$ cat config.mk
export PLATFORM = sky130hd
export DESIGN_NAME = positional_char_list_core
export DESIGN_NICKNAME = d
export VERILOG_FILES = /design/src/rtl/pcl_pkg.sv /design/src/rtl/pcl_ram.sv /design/src/rtl/pcl_ctrl.sv /design/src/rtl/positional_char_list_core.sv
export VERILOG_INCLUDE_DIRS = /design/src /design/src/rtl
export SDC_FILE = /design/constraint.sdc
export NUM_CORES = 1
export LEC_CHECK = 0
export BUFFER_PORTS_ARGS = -buffer_cell sky130_fd_sc_hd__clkbuf_2
export CAP_MARGIN = 20
export CORE_ASPECT_RATIO = 0.7
export CORE_UTILIZATION = 60
export CTS_CLUSTER_DIAMETER = 60
export CTS_CLUSTER_SIZE = 8
export DETAILED_ROUTE_END_ITERATION = 12
export GPL_TIMING_DRIVEN = 0
export PLACE_DENSITY = 0.82
export SLEW_MARGIN = 20
export SYNTH_ARGS = -nofsm -noshare
export SYNTH_HDL_FRONTEND = slang
export SYNTH_SLANG_ARGS = --single-unit
$ cat constraint.sdc
create_clock -name clock -period 7.5 [get_ports clock]
set_input_delay 0.375 -clock clock [delete_from_list [all_inputs] [get_ports clock]]
set_output_delay 0.375 -clock clock [all_outputs]
set_load 0.01 [all_outputs]
$ cat src/rtl/positional_char_list_core_macros.svh
// Assertion macros shared by the list core.
// Depends on nothing; users must have clock and reset in scope.
`ifndef POSITIONAL_CHAR_LIST_CORE_MACROS_SVH
`define POSITIONAL_CHAR_LIST_CORE_MACROS_SVH

// Condition holds on every edge out of reset.
`define PCL_ASSERT_ALWAYS(lbl, cond, msg) \
   lbl: assert property (@(posedge clock) disable iff (reset) (cond)) else $error(msg);

// Antecedent on this edge implies consequent on the same edge.
`define PCL_ASSERT_SAME(lbl, ante, cons, msg) \
   lbl: assert property (@(posedge clock) disable iff (reset) (ante) |-> (cons)) \
      else $error(msg);

// Antecedent on this edge implies consequent on the next edge.
`define PCL_ASSERT_NEXT(lbl, ante, cons, msg) \
   lbl: assert property (@(posedge clock) disable iff (reset) (ante) |=> (cons)) \
      else $error(msg);

`endif

$ cat src/rtl/pcl_pkg.sv
// Shared types and constants of the positional character list core.
// No dependencies.
package pcl_pkg;

   localparam int CAPACITY_DEF = 64;

   localparam int CMD_W      = 2;
   localparam int POS_W      = 7;
   localparam int CHAR_W     = 8;
   localparam int STATUS_W   = 2;
   localparam int REQ_DATA_W = 24;
   localparam int RSP_DATA_W = 16;

   typedef enum logic [CMD_W-1:0] {
      CMD_ADD   = 2'd0,
      CMD_DEL   = 2'd1,
      CMD_GET   = 2'd2,
      CMD_PRINT = 2'd3
   } cmd_type;

   typedef enum logic [STATUS_W-1:0] {
      ST_OK     = 2'd0,
      ST_BADPOS = 2'd1,
      ST_FULL   = 2'd2
   } status_type;

   typedef enum logic [2:0] {
      S_IDLE,
      S_ADD_SHIFT,
      S_DEL_SHIFT,
      S_REPLY,
      S_PR_RD,
      S_PR_LD
   } state_type;

   // Control from the sequencer to the result register.
   typedef struct packed {
      logic       busy;
      logic       load;
      status_type status;
      logic       has_char;
      logic       last;
   } rsp_ctl_type;

endpackage

$ cat src/rtl/pcl_ram.sv
// Generic single-write, single-read RAM with registered read data.
// No dependencies.
module pcl_ram #(
   parameter int WIDTH = 8,
   parameter int DEPTH = 64
) (
   input  logic                     clock,
   input  logic                     wr_en,
   input  logic [$clog2(DEPTH)-1:0] wr_addr,
   input  logic [WIDTH-1:0]         wr_data,
   input  logic                     rd_en,
   input  logic [$clog2(DEPTH)-1:0] rd_addr,
   output logic [WIDTH-1:0]         rd_data
);

   logic [WIDTH-1:0] mem_ff [DEPTH];
   logic [WIDTH-1:0] rd_data_ff;

   always_ff @(posedge clock) begin
      if (wr_en) begin
         mem_ff[wr_addr] <= wr_data;
      end
      if (rd_en) begin
         rd_data_ff <= mem_ff[rd_addr];
      end
   end

   assign rd_data = rd_data_ff;

endmodule

$ cat src/rtl/pcl_ctrl.sv
// Command sequencer: validates commands, shifts entries through the RAM,
// walks the store for print. Depends on pcl_pkg.
module pcl_ctrl #(
   parameter int CAPACITY = pcl_pkg::CAPACITY_DEF,
   parameter int CNT_W    = $clog2(CAPACITY + 1),
   parameter int AW       = $clog2(CAPACITY)
) (
   input  logic                         clock,
   input  logic                         reset,
   input  logic                         req_valid,
   input  pcl_pkg::cmd_type             cmd,
   input  logic [pcl_pkg::POS_W-1:0]    position,
   input  logic [pcl_pkg::CHAR_W-1:0]   data_char,
   input  logic                         rsp_free,
   output pcl_pkg::rsp_ctl_type         ctl,
   output logic [CNT_W-1:0]             count,
   output logic                         wr_en,
   output logic [AW-1:0]                wr_addr,
   output logic [pcl_pkg::CHAR_W-1:0]   wr_data,
   output logic                         rd_en,
   output logic [AW-1:0]                rd_addr,
   input  logic [pcl_pkg::CHAR_W-1:0]   rd_data
);
   import pcl_pkg::*;

   state_type         state_ff, state_in;
   logic [CNT_W-1:0]  count_ff, count_in;
   logic [CNT_W-1:0]  idx_ff, idx_in;
   logic [CNT_W-1:0]  pos0_ff, pos0_in;
   logic [CHAR_W-1:0] char_ff, char_in;
   logic              pend_ff, pend_in;
   logic [AW-1:0]     pend_addr_ff, pend_addr_in;
   status_type        rstatus_ff, rstatus_in;
   logic              rhas_ff, rhas_in;

   logic [7:0]        pos_ext, cnt_ext;
   logic [POS_W-1:0]  pos_m1;
   logic [CNT_W-1:0]  pos0, idx_up, idx_dn;
   logic              pos_nz, add_ok, full, in_range, pr_last;

   // command decode against the current fill
   always_comb begin
      pos_ext  = 8'(position);
      cnt_ext  = 8'(count_ff);
      pos_nz   = (position != '0);
      add_ok   = pos_nz && (pos_ext <= cnt_ext + 8'd1);
      in_range = pos_nz && (pos_ext <= cnt_ext);
      full     = (count_ff == CNT_W'(CAPACITY));
      pos_m1   = position - POS_W'(1);
      pos0     = pos_m1[CNT_W-1:0];
      idx_up   = idx_ff + CNT_W'(1);
      idx_dn   = idx_ff - CNT_W'(1);
      pr_last  = (idx_up == count_ff);
   end

   // next state
   always_comb begin
      state_in = state_ff;
      case (state_ff)
         S_IDLE: begin
            if (req_valid) begin
               case (cmd)
                  CMD_ADD:   state_in = (add_ok && !full) ? S_ADD_SHIFT : S_REPLY;
                  CMD_DEL:   state_in = in_range ? S_DEL_SHIFT : S_REPLY;
                  CMD_GET:   state_in = S_REPLY;
                  CMD_PRINT: state_in = (count_ff == '0) ? S_REPLY : S_PR_RD;
                  default:   state_in = S_REPLY;
               endcase
            end
         end
         S_ADD_SHIFT: begin
            if (idx_ff == pos0_ff && !pend_ff) state_in = S_REPLY;
         end
         S_DEL_SHIFT: begin
            if (idx_ff == count_ff && !pend_ff) state_in = S_REPLY;
         end
         S_REPLY: begin
            if (rsp_free) state_in = S_IDLE;
         end
         S_PR_RD: begin
            if (rsp_free) state_in = S_PR_LD;
         end
         S_PR_LD: begin
            state_in = pr_last ? S_IDLE : S_PR_RD;
         end
         default: state_in = S_IDLE;
      endcase
   end

   // datapath registers
   always_comb begin
      count_in     = count_ff;
      idx_in       = idx_ff;
      pos0_in      = pos0_ff;
      char_in      = char_ff;
      pend_in      = pend_ff;
      pend_addr_in = pend_addr_ff;
      rstatus_in   = rstatus_ff;
      rhas_in      = rhas_ff;
      case (state_ff)
         S_IDLE: begin
            if (req_valid) begin
               pos0_in    = pos0;
               char_in    = data_char;
               pend_in    = 1'b0;
               rhas_in    = 1'b0;
               rstatus_in = ST_OK;
               case (cmd)
                  CMD_ADD: begin
                     idx_in     = count_ff;
                     rstatus_in = !add_ok ? ST_BADPOS : (full ? ST_FULL : ST_OK);
                  end
                  CMD_DEL: begin
                     idx_in     = pos0 + CNT_W'(1);
                     rstatus_in = in_range ? ST_OK : ST_BADPOS;
                  end
                  CMD_GET: begin
                     rstatus_in = in_range ? ST_OK : ST_BADPOS;
                     rhas_in    = in_range;
                  end
                  default: begin
                     idx_in = '0;
                  end
               endcase
            end
         end
         S_ADD_SHIFT: begin
            if (idx_ff != pos0_ff) begin
               pend_in      = 1'b1;
               pend_addr_in = idx_ff[AW-1:0];
               idx_in       = idx_dn;
            end else if (pend_ff) begin
               pend_in = 1'b0;
            end else begin
               count_in = count_ff + CNT_W'(1);
            end
         end
         S_DEL_SHIFT: begin
            if (idx_ff != count_ff) begin
               pend_in      = 1'b1;
               pend_addr_in = idx_dn[AW-1:0];
               idx_in       = idx_up;
            end else if (pend_ff) begin
               pend_in = 1'b0;
            end else begin
               count_in = count_ff - CNT_W'(1);
            end
         end
         S_PR_LD: begin
            idx_in = idx_up;
         end
         default: begin
            idx_in = idx_ff;
         end
      endcase
   end

   // RAM port and result control
   always_comb begin
      wr_en        = 1'b0;
      wr_addr      = pend_addr_ff;
      wr_data      = rd_data;
      rd_en        = 1'b0;
      rd_addr      = idx_ff[AW-1:0];
      ctl.busy     = (state_ff != S_IDLE);
      ctl.load     = 1'b0;
      ctl.status   = rstatus_ff;
      ctl.has_char = rhas_ff;
      ctl.last     = 1'b1;
      case (state_ff)
         S_IDLE: begin
            rd_en   = req_valid && (cmd == CMD_GET) && in_range;
            rd_addr = pos0[AW-1:0];
         end
         S_ADD_SHIFT: begin
            wr_en = pend_ff;
            if (idx_ff != pos0_ff) begin
               rd_en   = 1'b1;
               rd_addr = idx_dn[AW-1:0];
            end else if (!pend_ff) begin
               wr_en   = 1'b1;
               wr_addr = pos0_ff[AW-1:0];
               wr_data = char_ff;
            end
         end
         S_DEL_SHIFT: begin
            wr_en = pend_ff;
            if (idx_ff != count_ff) begin
               rd_en = 1'b1;
            end
         end
         S_REPLY: begin
            ctl.load = rsp_free;
         end
         S_PR_RD: begin
            rd_en = rsp_free;
         end
         S_PR_LD: begin
            ctl.load     = 1'b1;
            ctl.status   = ST_OK;
            ctl.has_char = 1'b1;
            ctl.last     = pr_last;
         end
         default: begin
            ctl.load = 1'b0;
         end
      endcase
   end

   always_ff @(posedge clock) begin
      if (reset) begin
         state_ff <= S_IDLE;
         count_ff <= '0;
         pend_ff  <= 1'b0;
      end else begin
         state_ff <= state_in;
         count_ff <= count_in;
         pend_ff  <= pend_in;
      end
      idx_ff       <= idx_in;
      pos0_ff      <= pos0_in;
      char_ff      <= char_in;
      pend_addr_ff <= pend_addr_in;
      rstatus_ff   <= rstatus_in;
      rhas_ff      <= rhas_in;
   end

   assign count = count_ff;

endmodule

$ cat src/rtl/positional_char_list_core.sv
// Top level of the positional character list core: stream ports, result
// register, sequencer and character RAM. Depends on pcl_pkg, pcl_ctrl,
// pcl_ram and positional_char_list_core_macros.svh.
//
//   channel | dir | beat contents
//   --------+-----+-----------------------------------------------------
//   req_    | in  | one command: add, delete, get or print
//   rsp_    | out | status, optional character; tlast on final beat
//
// Get, bad positions, a full store and empty print go straight to the reply.
// Add moves (count - position + 1) entries, delete (count - position), one
// per cycle through the RAM port; add then writes the new character.
// Print reads each entry once the rsp_ slot is free, then loads it as a beat.
// Reset clears the fill count and control; RAM contents are left as is.
// A stalled rsp_ holds its beat; a new command waits until the last is loaded.
`include "positional_char_list_core_macros.svh"

module positional_char_list_core #(
   parameter int CAPACITY = pcl_pkg::CAPACITY_DEF
) (
   input  logic                               clock,
   input  logic                               reset,
   input  logic                               req_tvalid,
   output logic                               req_tready,
   // [1:0] cmd, [8:2] position, [16:9] data_char, [23:17] zero
   input  logic [pcl_pkg::REQ_DATA_W-1:0]     req_tdata,
   output logic                               rsp_tvalid,
   input  logic                               rsp_tready,
   // [1:0] status, [9:2] out_char, [15:10] zero
   output logic [pcl_pkg::RSP_DATA_W-1:0]     rsp_tdata,
   // [0] has_char
   output logic                               rsp_tuser,
   output logic                               rsp_tlast
);
   import pcl_pkg::*;

   localparam int CNT_W = $clog2(CAPACITY + 1);
   localparam int AW    = $clog2(CAPACITY);

   cmd_type           req_cmd;
   logic [POS_W-1:0]  req_position;
   logic [CHAR_W-1:0] req_char;

   rsp_ctl_type       ctl;
   logic [CNT_W-1:0]  count;
   logic              wr_en, rd_en;
   logic [AW-1:0]     wr_addr, rd_addr;
   logic [CHAR_W-1:0] wr_data, rd_data;
   logic              rsp_free;

   // result register
   logic              rsp_valid_ff, rsp_valid_in;
   status_type        rsp_status_ff, rsp_status_in;
   logic [CHAR_W-1:0] rsp_char_ff, rsp_char_in;
   logic              rsp_has_ff, rsp_has_in;
   logic              rsp_last_ff, rsp_last_in;

   assign req_cmd      = cmd_type'(req_tdata[1:0]);
   assign req_position = req_tdata[8:2];
   assign req_char     = req_tdata[16:9];
   assign req_tready   = !ctl.busy;

   // slot is free when empty or draining this cycle
   assign rsp_free = !rsp_valid_ff || rsp_tready;

   pcl_ctrl #(
      .CAPACITY (CAPACITY),
      .CNT_W    (CNT_W),
      .AW       (AW)
   ) u_ctrl (
      .clock     (clock),
      .reset     (reset),
      .req_valid (req_tvalid),
      .cmd       (req_cmd),
      .position  (req_position),
      .data_char (req_char),
      .rsp_free  (rsp_free),
      .ctl       (ctl),
      .count     (count),
      .wr_en     (wr_en),
      .wr_addr   (wr_addr),
      .wr_data   (wr_data),
      .rd_en     (rd_en),
      .rd_addr   (rd_addr),
      .rd_data   (rd_data)
   );

   pcl_ram #(
      .WIDTH (CHAR_W),
      .DEPTH (CAPACITY)
   ) u_store (
      .clock   (clock),
      .wr_en   (wr_en),
      .wr_addr (wr_addr),
      .wr_data (wr_data),
      .rd_en   (rd_en),
      .rd_addr (rd_addr),
      .rd_data (rd_data)
   );

   always_comb begin
      rsp_valid_in  = rsp_valid_ff && !rsp_tready;
      rsp_status_in = rsp_status_ff;
      rsp_char_in   = rsp_char_ff;
      rsp_has_in    = rsp_has_ff;
      rsp_last_in   = rsp_last_ff;
      if (ctl.load) begin
         rsp_valid_in  = 1'b1;
         rsp_status_in = ctl.status;
         // RAM read data holds the character for get and print
         rsp_char_in   = ctl.has_char ? rd_data : '0;
         rsp_has_in    = ctl.has_char;
         rsp_last_in   = ctl.last;
      end
   end

   always_ff @(posedge clock) begin
      if (reset) begin
         rsp_valid_ff <= 1'b0;
      end else begin
         rsp_valid_ff <= rsp_valid_in;
      end
      rsp_status_ff <= rsp_status_in;
      rsp_char_ff   <= rsp_char_in;
      rsp_has_ff    <= rsp_has_in;
      rsp_last_ff   <= rsp_last_in;
   end

   assign rsp_tvalid = rsp_valid_ff;
   assign rsp_tdata  = {6'b0, rsp_char_ff, rsp_status_ff};
   assign rsp_tuser  = rsp_has_ff;
   assign rsp_tlast  = rsp_last_ff;

   // fill count never exceeds the store
   `PCL_ASSERT_ALWAYS(a_count_bound, count <= CNT_W'(CAPACITY), "fill count above capacity")
   // a result is only loaded into a free or draining slot
   `PCL_ASSERT_SAME(a_load_free, ctl.load, rsp_free, "result overwrites pending beat")
   // an accepted command always occupies the sequencer next cycle
   `PCL_ASSERT_NEXT(a_accept_busy, req_tvalid && req_tready, ctl.busy, "command dropped")

endmodule
Word level (Yosys, flattened, before mapping) --
Memory sizes are Yosys's and may differ from the RTL's. A register that Yosys moved wholly into a read port is not among the register bits. Cells that the tools add are included.
Cells by class: add/subtract/negate cells 7, $mul 0, div/mod/pow operators 0, order comparisons 2, equality and inequality tests 26, shift operators 0, multiplexer cells 48, bitwise logic cells 0, reductions and logical operators 29
Operators with widths (count):
- two-way mux 7 bit | 7
- two-way mux 6 bit | 6
- one-hot mux 7 bit (4 select lines) | 1
- two-way mux 8 bit | 3
- one-hot mux 6 bit (2 select lines) | 2
- adder 7 x 1 -> 7 bit (second input constant) | 3
- equality test 7 bit | 3
- two-way mux 3 bit | 7
- one-hot mux 7 bit (3 select lines) | 1
- subtractor 7 x 1 -> 7 bit (second input constant) | 3
- one-hot mux 3 bit (6 select lines) | 1
- AND reduction 5 bit | 3
- inequality test 7 bit | 2
- one-hot mux 7 bit (2 select lines) | 1
- inequality test 2 x 1 -> 1 bit (second input constant) | 6
- inequality test 2 bit (second input constant) | 6
- one-hot mux 3 bit (4 select lines) | 1
- two-way mux 1 bit | 9
- adder 7 x 1 -> 8 bit (second input constant) | 1
- less-or-equal comparator 7 x 8 -> 1 bit | 1
- logical AND 1 bit | 8
- two-way mux 2 bit | 4
- equality test 7 bit (second input constant) | 1
- less-or-equal comparator 7 bit | 1
- other kinds (21) | 31
Storage, ports and cells: bits in registers 55, latch bits 0, bits in writable memories 512, memory bits (read-only) 0, bits of input ports 28, output and inout port bits 20, logic and storage cells 127, memories 1
Memories:
- u_store.mem_ff | words 64, width 8, rd ports 1, clocked after Yosys merged registers in 1, wr ports 1, line pcl_ram.sv:16 | logic [WIDTH-1:0] mem_ff [DEPTH];

Depth between registers and ports, before layout --
Gate-level depths: netlist of run 1.
depth in word-level cells 8, mapped depth 15, mapped depth without buffers 14

Hierarchy --
Synthesis of run 1 repeated with hierarchy kept, for this count alone.
Second synthesis, totals: cell total of the unflattened synthesis 1393, area total of the unflattened synthesis 24483.5 µm²
By module, submodules not included:
- pcl_ram | instances 1, cells an instance 940, area each 20246.9 µm², sequential area each 15615.0 µm²
- pcl_ctrl | instances 1, cells an instance 421, area each 3727.3 µm², sequential area each 1151.1 µm²
- positional_char_list_core | instances 1, cells an instance 32, area each 509.2 µm², sequential area each 380.4 µm²

Worst setup path after synthesis of run 1 --
No wires, ideal clock.
kind reg-to-reg, from reg u_ctrl.idx_ff[0], to mem u_store.mem_ff[0][0], data pin, setup time 356 ps, data arrival time 2792 ps, required time 7144 ps, setup slack 4353 ps, stages on the path, launching flop included 8, path buffers 2, period minus slack after synthesis 3147 ps, cells stage by stage edfxtp_1 -> buf_2 -> xnor2_1 -> nand4_1 -> nor3_1 -> clkbuf_1 -> nand2_1 -> nand2_1
Between the ends: longest elaborated chain between the ends 3
Ends and longest elaborated chain:
- from (decl) | line pcl_ctrl.sv:28 | logic [CNT_W-1:0] idx_ff, idx_in;
- from (signal assigned) | line pcl_ctrl.sv:220 | idx_ff <= idx_in;
- inequality test 7 bit | line pcl_ctrl.sv:177 | if (idx_ff != pos0_ff) begin
- two-way mux 8 bit | line pcl_ctrl.sv:177
- two-way mux 8 bit | line pcl_ctrl.sv:170 | case (state_ff)
- via u_ctrl.wr_data, one bit | line pcl_ctrl.sv:19 | output logic [pcl_pkg::CHAR_W-1:0] wr_data,
- to (decl) | line pcl_ram.sv:16
The timed path passes the listed nets, and every way through them passes these cells.

Final worst setup path of run 1 --
from reg u_ctrl.idx_ff[0], to reg u_store.rd_data_ff[7] (netlist: u_store.rd_data[7]), read port of u_store.mem_ff, data pin
Between the ends: longest elaborated chain between the ends 3, elaborated cells between the ends (all ways) 8, those cells by class add/sub: 1; eq/ne: 2; mux: 5
Ends and longest elaborated chain:
- subtractor 7 x 1 -> 7 bit (tied with other cells) | line pcl_ctrl.sv:52 | idx_dn = idx_ff - CNT_W'(1);
- two-way mux 6 bit (tied with other cells) | line pcl_ctrl.sv:177
- one-hot mux 6 bit (2 select lines) / one-hot mux 1 bit (4 select lines) (equally long branches) | line pcl_ctrl.sv:170
- to (decl) | line pcl_ram.sv:17 | logic [WIDTH-1:0] rd_data_ff;
Several ways; a longest one is shown, not always the timed one. A chain may end at the register's enable or synchronous reset.

==> summary.md, run 1 <==
| Metric | Value |
|---|---|
| Final Worst Setup Slack | `2.17 ns` |
| Worst Max-Slew Pin Slew | `1.13 ns` |
| Average size of a mapped cell | `approximately 13 µm²` |
| Std-Cell Rows | `a little over 60` |
| Crit path DAT | `around 5.7 ns` |
| Tmin final | `~5.3 ns` |
| Share of cells above drive strength 1 | `a little over a tenth` |
| Vias | `around 18000` |
| Sequential cell area | `about 17000 µm²` |
| Ranking of synthesized cells by area | `edfxtp_1 66%, nand2_1 5.5%, mux2i_1 3.6%, nand3_1 2.5%, nor2_1 1.8%` |
| Final hold violations | `0` |
| CP Launch Type | `register` |
| DRC Markers | `0` |
| Delay-heaviest family, CP | `compound AO/OA/AOI/OAI gates` |
| Die height | `around 170 µm` |
| Top_reg_cell synth | `edfxtp_1` |
| Area Overhead vs Synth | `13.0%` |
| Initial Util | `between 60% and 70%` |
| Async SR Flop Fraction | `0%` |
| Mapped Area | `between 20000 and 30000 µm²` |
| Worst-path cell chain | `buf_2 -> xnor2_1 -> nand4_1 -> o21ai_2 -> nand3_2 -> nand2_2 -> nor2_1 -> clkbuf_1 -> a2111oi_0 -> nand3_1 -> o21ai_1 -> mux2i_1` |
| RePlAce Congestion | `between 0.9 and 1` |
| Synth top area share | `66.1%` |
| Hold Path Class | `input pin to register` |
| CTS tree | `done` |
| Clk root buf | `clkbuf_16` |
| Worst-path clk slew | `around 0.060 ns` |
| Pin count of the biggest net entering global routing | `65` |
| Status | `completed` |
| # port buffers | `34` |
| Die width | `around 250 µm` |
| Global route overflow | `0` |
| Max-Slew Margin vs Limit | `~24%` |
| Routed WL | `73500 µm` |
| CTS Buf Count | `slightly above 80` |
| Buf+Inv Stages, Crit Path | `2` |
| Fillers | `roughly 2600` |
| Dpl cell area | `between 20000 and 30000 µm²` |
| Fmax achieved | `about 0.19 GHz` |
| RSZ-0062 raised after global routing | `false` |
| Worst-Skew Late Latency | `0.62 ns` |
| Drt via density | `6.82` |
| Peak supply drop | `around 0.25 mV` |
| # IOs | `48` |
| Slowest cell on crit path | `a2111oi_0` |
| Synth Register Bits | `575` |
| Largest stage delay on the critical path | `approximately 1 ns` |
| Critical path class | `register to register` |
| 1st-pass router iterations | `6` |
| Synth Warn # | `0` |
| Power density over cell area | `496 nW/µm²` |
| Yosys cell types | `80` |
| Initial DRC count | `3340` |
| CTS Sinks | `roughly 580` |
| Largest area contributor in the netlist | `edfxtp_1` |
| Multi-input gate area | `~7800 µm²` |
| Cell area after layout | `28900 µm²` |
| DR WL/cell | `27.4 µm` |
| Max Cap Violations | `0` |
| Final net count | `roughly 2200` |
| Synth Instances | `about 2000` |
| P_leak | `between 10 and 15 nW` |
| Gr usage total | `33.9%` |
| Pre-CTS setup slack | `~2.6 ns` |
| Number of flops mapped to enable cells by yosys | `about 560` |
| Post-route clock period utilization | `approximately 70%` |
| Commonest cells after routing, fill and taps aside | `563 x edfxtp_1, 367 x nand2_1, 130 x nand3_1` |
| First-pass GRT wire length | `~110000 µm` |
| Leading cell type in the layout, fill and taps excluded | `edfxtp_1` |
| Core region area | `41500 µm²` |
| Vias in the first global route | `17300` |
| Final HPWL DP | `48900 µm` |
| Sequential share of the synthesized area | `roughly two thirds` |
| Data required time of the critical path | `roughly 7.8 ns` |
| Crit. End Element | `register` |
| Setup TNS | `0 ns` |
| Maximum clock insertion buffer count | `3` |
| Critical path peak fanout | `10` |
| Clk_skew | `about 0.024 ns` |
| Die footprint | `approximately 43000 µm²` |
| Antenna viol nets, final | `0` |
| Setup violations, final | `0` |
| Initial antenna violation count | `0` |
| Max Slew Vio Count | `0` |
| H-tree depth | `3` |
| Post-cts resize count | `0` |
| Fin util | `a little over two thirds` |
-- power breakdown --
part           total [mW]  internal (mW)  switching, mW  leakage (nW)
logic                6.73           1.88           4.85          3.84
clock network        3.30           1.99           1.31          1.08
registers            4.30           4.21         0.0959          5.19
total                14.3           8.08           6.25          10.1
-- logic make-up (layout without fill, tap and decap cells) --
group,count (synthesis),in the layout,synth area share (%)
multiplexers,102,102,4.43
AND/OR/NAND/NOR,761,761,13.5
adder cells (fa/ha/maj),31,31,1.55
other,1,7,0.0147
flip-flops,575,575,67.1
AO/OA/AOI/OAI,324,324,9.12
buffers and inverters,145,294,2.68
XOR/XNOR,47,47,1.64
-- through the flow --
| step | std cells | total power, mW | hold slack [ns] |
|---|---|---|---|
| after detailed placement | 2573 | 10.7 | 0.541 |
| after floorplan | 1991 | 8.24 | 0.454 |
| after global routing | 2684 | 14.7 | 0.168 |
| final | 2685 | 14.3 | 0.166 |
| after global placement | 2569 | 10.5 | 0.532 |
| after CTS | 2684 | 14.0 | 0.147 |
-- registers in the layout (all words and copies together), names as in the netlist --
name and count:
rsp_status_ff 2, rsp_tuser 1, u_ctrl.pend_ff 1, u_ctrl.idx_ff 7, u_ctrl.rhas_ff 1, u_ctrl.char_ff 8, u_store.rd_data 8, rsp_char_ff 8
u_ctrl.pend_addr_ff 6, u_ctrl.count 7, u_ctrl.state_ff 3, u_store.mem_ff 512, u_ctrl.pos0_ff 7, u_ctrl.rstatus_ff 2, rsp_tlast 1, rsp_tvalid 1
-- routing by layer --
layer	global-route usage, %	routed length, µm	up-vias
li1	-	-	7725
met1	50.3	29200	8840
met2	46.6	30100	1552
met3	12.5	12100	184
met4	10.1	2070	0
met5	0	0	-
-- worst paths after layout --
| check | start | to | slack [ns] | cells past startpoint |
|---|---|---|---|---|
| max | u_ctrl.idx_ff[0]$_DFFE_PP_ | u_store.rd_data[7]$_DFFE_PP_ | 2.17 | 12 |
| min | rsp_tready | rsp_tvalid$_SDFF_PP0_ | 0.17 | 4 |
| max reg2reg | u_ctrl.idx_ff[0]$_DFFE_PP_ | u_store.rd_data[7]$_DFFE_PP_ | 2.17 | 12 |
| min reg2reg | u_ctrl.rstatus_ff[1]$_DFFE_PP_ | rsp_status_ff[1]$_SDFFCE_PP0P_ | 0.56 | 1 |
-- repair_timing --
| action | in CTS | in global routing |
|---|---|---|
| setup buffers | 0 | 0 |
| endpoints found under the hold margin | 9 | 0 |
| hold buffers | 9 | 0 |
-- cell usage after synthesis, types with 10 or more instances --
library cell    n
clkbuf_1       47
nor2_1        120
a21oi_1        87
a2111o_1       12
o22ai_1        21
dfxtp_1        12
a32oi_1        18
xnor2_1        30
xor2_1         16
edfxtp_1      563
a22oi_1        13
buf_2          44
and3_1         16
nor3_1         16
inv_1          25
a22o_1         16
a221oi_1       26
nor3b_1        27
buf_4          19
nor2b_1        14
o21ai_0        32
nand3_1       130
mux2i_1        93
ha_1           30
nand2_1       375
nand2b_1       10
a221o_1        11
-- worst register-to-register path: cells and delay by family (launching register included) --
kind	cells	cell delay [ns]
multiplexers	1	0.18
AO/OA/AOI/OAI	3	1.85
AND/OR/NAND/NOR	5	1.78
buffers and inverters	2	0.63
XOR/XNOR	1	0.23
flip-flops	1	0.39
-- layout make-up --
class | count | share of cell area [%]
multi-input combinational | 1271 | 27.0
timing repair buffer | 47 | 1.19
tap | 544 | 2.36
clock buffer | 98 | 7.46
buffer | 118 | 2.02
inverter | 27 | 0.351
antenna | 1 | 0.00867
clock inverter | 4 | 0.225
sequential | 575 | 59.4
No activity file was read; power rests on OpenSTA's default activity.
==> run 2: changes to the inputs <==
Settings changed: ABC_AREA from default to 1.
Clock period 7.5 ns to 5.3 ns, I/O delays scaled along.
==> run 2 against run 1 <==
- global-route usage rose by 0.65 points
- critical endpoint is now u_store.mem_ff[50][2]$_DFFE_PP_
- die area rose by 6.4%
- area after synthesis rose by 6.5%
- largest cell class unchanged
- power rose by 40%
- core utilization rose by 0.87 points
- critical path type unchanged
- via count rose by 14%
- cell area rose by 7.8%
- clock skew barely moved
- sequential share of layout area fell by 4.3 points
- first-iteration DRC count rose by 0.93%
- cell count rose by 28%
==> summary.md, run 2 <==
| Metric | Value |
|---|---|
| Tmin final | `3.87 ns (-1.46 ns)` |
| First-pass GRT wire length | `118000 µm (+8.8%)` |
| RR Endpoint | `u_store.mem_ff[50][2]$_DFFE_PP_` |
| Flop pwr share | `29.7% (-0.3 points)` |
| Fmax achieved | `0.258 GHz (+38%)` |
| Worst-path clk slew | `0.05 ns (about the same)` |
| Number of flops mapped to enable cells by yosys | `563 (unchanged)` |
| Max-Slew Margin vs Limit | `20.5% (-3.9 points)` |
| Power density over cell area | `642 nW/µm² (+29%)` |
| Worst R2R Start | `u_ctrl.idx_ff[0]$_DFFE_PP_` |
| Crit path DAT | `4.11 ns (-1.54 ns)` |
| Commonest cells after routing, fill and taps aside | `563 x edfxtp_1, 553 x nand3_1, 482 x nand2_1` |
| Critical path class | `register to register` |
| Synth Instances | `2660 (+34%)` |
| Peak supply drop | `0.353 mV (+41%)` |
| Leading cell type in the layout, fill and taps excluded | `edfxtp_1` |
| Largest family of logic cells by synthesized area | `simple AND/OR/NAND/NOR gates` |
| H-tree depth | `3 (unchanged)` |
| Vias in the first global route | `19700 (+14%)` |
| Worst-Skew Late Latency | `0.61 ns (about the same)` |
| Worst hold path depth | `4 (unchanged)` |
| Share of cells above drive strength 1 | `11.2% (+0.38 points)` |
| Crit. End Element | `register` |
| Routed WL | `79900 µm (+8.8%)` |
| DR WL/cell | `23.3 µm (-15%)` |
| Mapped Area | `27200 µm² (+6.5%)` |
| Clock share of power | `23.0% (about the same)` |
| Synth Warn # | `0 (unchanged)` |
| Average size of a mapped cell | `10.2 µm² (-21%)` |
| Sequential share of the synthesized area | `63.0% (-4.1 points)` |
| Initial Util | `61.6% (about the same)` |
| Initial antenna violation count | `0 (unchanged)` |
| Global route overflow | `0 (unchanged)` |
| Clk_skew | `0.0236 ns (+0.0000378 ns)` |
| Setup TNS | `0 ns (unchanged)` |
| Worst Max-Slew Pin Slew | `1.19 ns (+0.0604 ns)` |
| Drt via density | `6.07 (-11%)` |
| Pwr Total | `20.0 mW (+40%)` |
| Cell area after layout | `31100 µm² (+7.8%)` |
| Std-Cell Rows | `64 (+3.2%)` |
| Synth top area share | `62.1% (-4.0 points)` |
| Hold EP | `u_ctrl.state_ff[2]$_SDFFE_PP0P_` |
| Pre-CTS setup slack | `1.69 ns (-0.901 ns)` |
| Post-cts resize count | `0 (unchanged)` |
| Largest area contributor in the netlist | `edfxtp_1` |
| WP depth | `13 (+1)` |
| Int Pwr | `11.3 mW (+39%)` |
| RSZ-0062 raised after global routing | `false` |
| Fin util | `70.4% (+0.87 points)` |
| P_leak | `12.8 nW (+27%)` |
| Hold Path Class | `input pin to register` |
| 1st-pass router iterations | `7 (+1)` |
| Post-route clock period utilization | `73.1% (+2.0 points)` |
| Post-synth top cells | `563 x edfxtp_1, 553 x nand3_1, 482 x nand2_1` |
| CP dominant cell by count | `nand2_1` |
| Setup violations, final | `0 (unchanged)` |
| Switching Share | `43.7% (about the same)` |
| Critical path peak fanout | `10 (unchanged)` |
| Final HPWL DP | `56000 µm (+14%)` |
| Async SR Flop Fraction | `0% (unchanged)` |
| Vias | `20800 (+14%)` |
| CP Launch Type | `register` |
| Final hold violations | `0 (unchanged)` |
| Net Sw Power | `8.73 mW (+40%)` |
| Layout Cells excl Fill | `3428 (+28%)` |
| Max FFs per register | `512 (unchanged)` |
| Core region area | `44200 µm² (+6.5%)` |
| Gr usage total | `34.5% (+0.65 points)` |
| Worst reg-to-reg path cell count | `13 (+1)` |
| Reg2reg setup slack | `1.43 ns (-0.74 ns)` |
| CTS tree | `done` |
| Mux cell area share after synthesis | `0% (-4.4 points)` |
| Proportion of power drawn by combinational gates | `47.3% (+0.4 points)` |
| Pin count of the biggest net entering global routing | `29 (-55%)` |
| Yosys cell types | `47 (-41%)` |
| Placed cells | `3317 (+29%)` |
| Slowest cell on crit path | `nor2_1` |
| Largest stage delay on the critical path | `0.86 ns (-0.15 ns)` |
| Post-synthesis xor/xnor area fraction | `1.19% (-0.45 points)` |
| Top_reg_cell synth | `edfxtp_1` |
| # port buffers | `34 (unchanged)` |
| Final Worst Setup Slack | `1.43 ns (-0.740 ns)` |
| Post-synthesis compound-gate area fraction | `2.07% (-7.1 points)` |
| CTS Sinks | `575 (unchanged)` |
| Status | `completed` |
| Delay-heaviest family, CP | `simple AND/OR/NAND/NOR gates` |
| Min-delay src | `rsp_tready` |
| Worst-path cell chain | `inv_2 -> nand2_1 -> nand2_1 -> nand2_1 -> nor2_2 -> nand3_2 -> inv_2 -> nand2_4 -> o21ai_2 -> inv_1 -> nor3_1 -> nand2_1 -> nor2_1` |
| Data required time of the critical path | `5.53 ns (-2.29 ns)` |
| Max Slew Vio Count | `0 (unchanged)` |
| Die footprint | `46200 µm² (+6.4%)` |
| Area Overhead vs Synth | `14.4%` |
| Most flops, register | `u_store.mem_ff` |
| Fillers | `3116 (+18%)` |
| CTS Buf Count | `81 (unchanged)` |
| Ranking of synthesized cells by area | `edfxtp_1 62%, nand3_1 10%, nand2_1 6.6%, inv_1 6.2%, nand3b_1 3.6%` |
| Die width | `257 µm (+3.2%)` |
| Clk root buf | `clkbuf_16` |
| Synth Register Bits | `575 (unchanged)` |
| Initial DRC count | `3371 (+0.93%)` |
| Synth Area in Adders | `1.45% (-0.094 points)` |
| Dpl cell area | `28900 µm² (+8.7%)` |
| RePlAce Congestion | `0.987 (+0.38%)` |
| Die height | `180 µm (+3.1%)` |
| Max Cap Violations | `0 (unchanged)` |
| Top-count cell post-synth | `edfxtp_1` |
| # IOs | `48 (unchanged)` |
| Synth Area in Simple Gates | `23.1% (+9.6 points)` |
| Final net count | `2874 (+32%)` |
| Maximum clock insertion buffer count | `3 (unchanged)` |
| Antenna viol nets, final | `0 (unchanged)` |
| Hold WS | `0.0466 ns (-0.119 ns)` |
| Buf+Inv Stages, Crit Path | `3 (+1)` |
| ANT cells | `0 (-1)` |
| DRC Markers | `0 (unchanged)` |
-- run 2: logic make-up after synthesis --
logic type | Yosys count
AO/OA/AOI/OAI | 92
flip-flops | 575
other | 1
XOR/XNOR | 37
adder cells (fa/ha/maj) | 31
AND/OR/NAND/NOR | 1325
buffers and inverters | 599
-- run 2: worst max-delay path by stage --
stage                          startpoint                               to
3_5_place_dp   u_ctrl.idx_ff[0]$_DFFE_PP_  u_store.mem_ff[49][4]$_DFFE_PP_
5_1_grt        u_ctrl.idx_ff[0]$_DFFE_PP_  u_store.mem_ff[49][4]$_DFFE_PP_
3_3_place_gp   u_ctrl.idx_ff[0]$_DFFE_PP_  u_store.mem_ff[60][1]$_DFFE_PP_
6_report       u_ctrl.idx_ff[0]$_DFFE_PP_  u_store.mem_ff[50][2]$_DFFE_PP_
4_1_cts        u_ctrl.idx_ff[0]$_DFFE_PP_  u_store.mem_ff[49][4]$_DFFE_PP_
2_1_floorplan  u_ctrl.idx_ff[0]$_DFFE_PP_   u_store.mem_ff[0][5]$_DFFE_PP_
-- run 2: repair_timing --
action	4_1_cts	5_1_grt
hold buffers	9	0
setup buffers	0	0
endpoints found under the hold margin	11	0
-- run 2: worst register-to-register path: stages, from the launching register on --
cell,delay (ns)
edfxtp_1,0.50
inv_2,0.19
nand2_1,0.07
nand2_1,0.06
nand2_1,0.06
nor2_2,0.16
nand3_2,0.15
inv_2,0.11
nand2_4,0.10
o21ai_2,0.29
inv_1,0.14
nor3_1,0.26
nand2_1,0.54
nor2_1,0.86
-- run 2: layout make-up --
class                      instances  area, µm²  share of cell area (%)
clock buffer                      96       2100                    6.76
buffer                           141        768                    2.47
clock inverter                     6       71.3                   0.229
inverter                         458       1720                    5.52
tap                              594        743                    2.39
timing repair buffer              67        853                    2.74
multi-input combinational       1491       7730                    24.8
sequential                       575      17100                    55.1
-- run 2: power groups by stage --
stage	Sequential, mW	Clock [mW]	Combinational, mW
4_1_cts	5.93	4.60	9.01
6_report	5.93	4.61	9.46
3_5_place_dp	6.01	0	8.94
3_3_place_gp	6.20	0	8.11
2_1_floorplan	6.06	0	5.14
5_1_grt	5.94	4.80	9.89
-- run 2: routing by layer --
metal,GRT usage (%),vias up,part of all wire (%)
li1,-,9181,-
met1,49.6,9834,39
met2,49.4,1578,42
met3,11.6,209,15
met4,11.6,2,3.3
met5,0,-,0.016
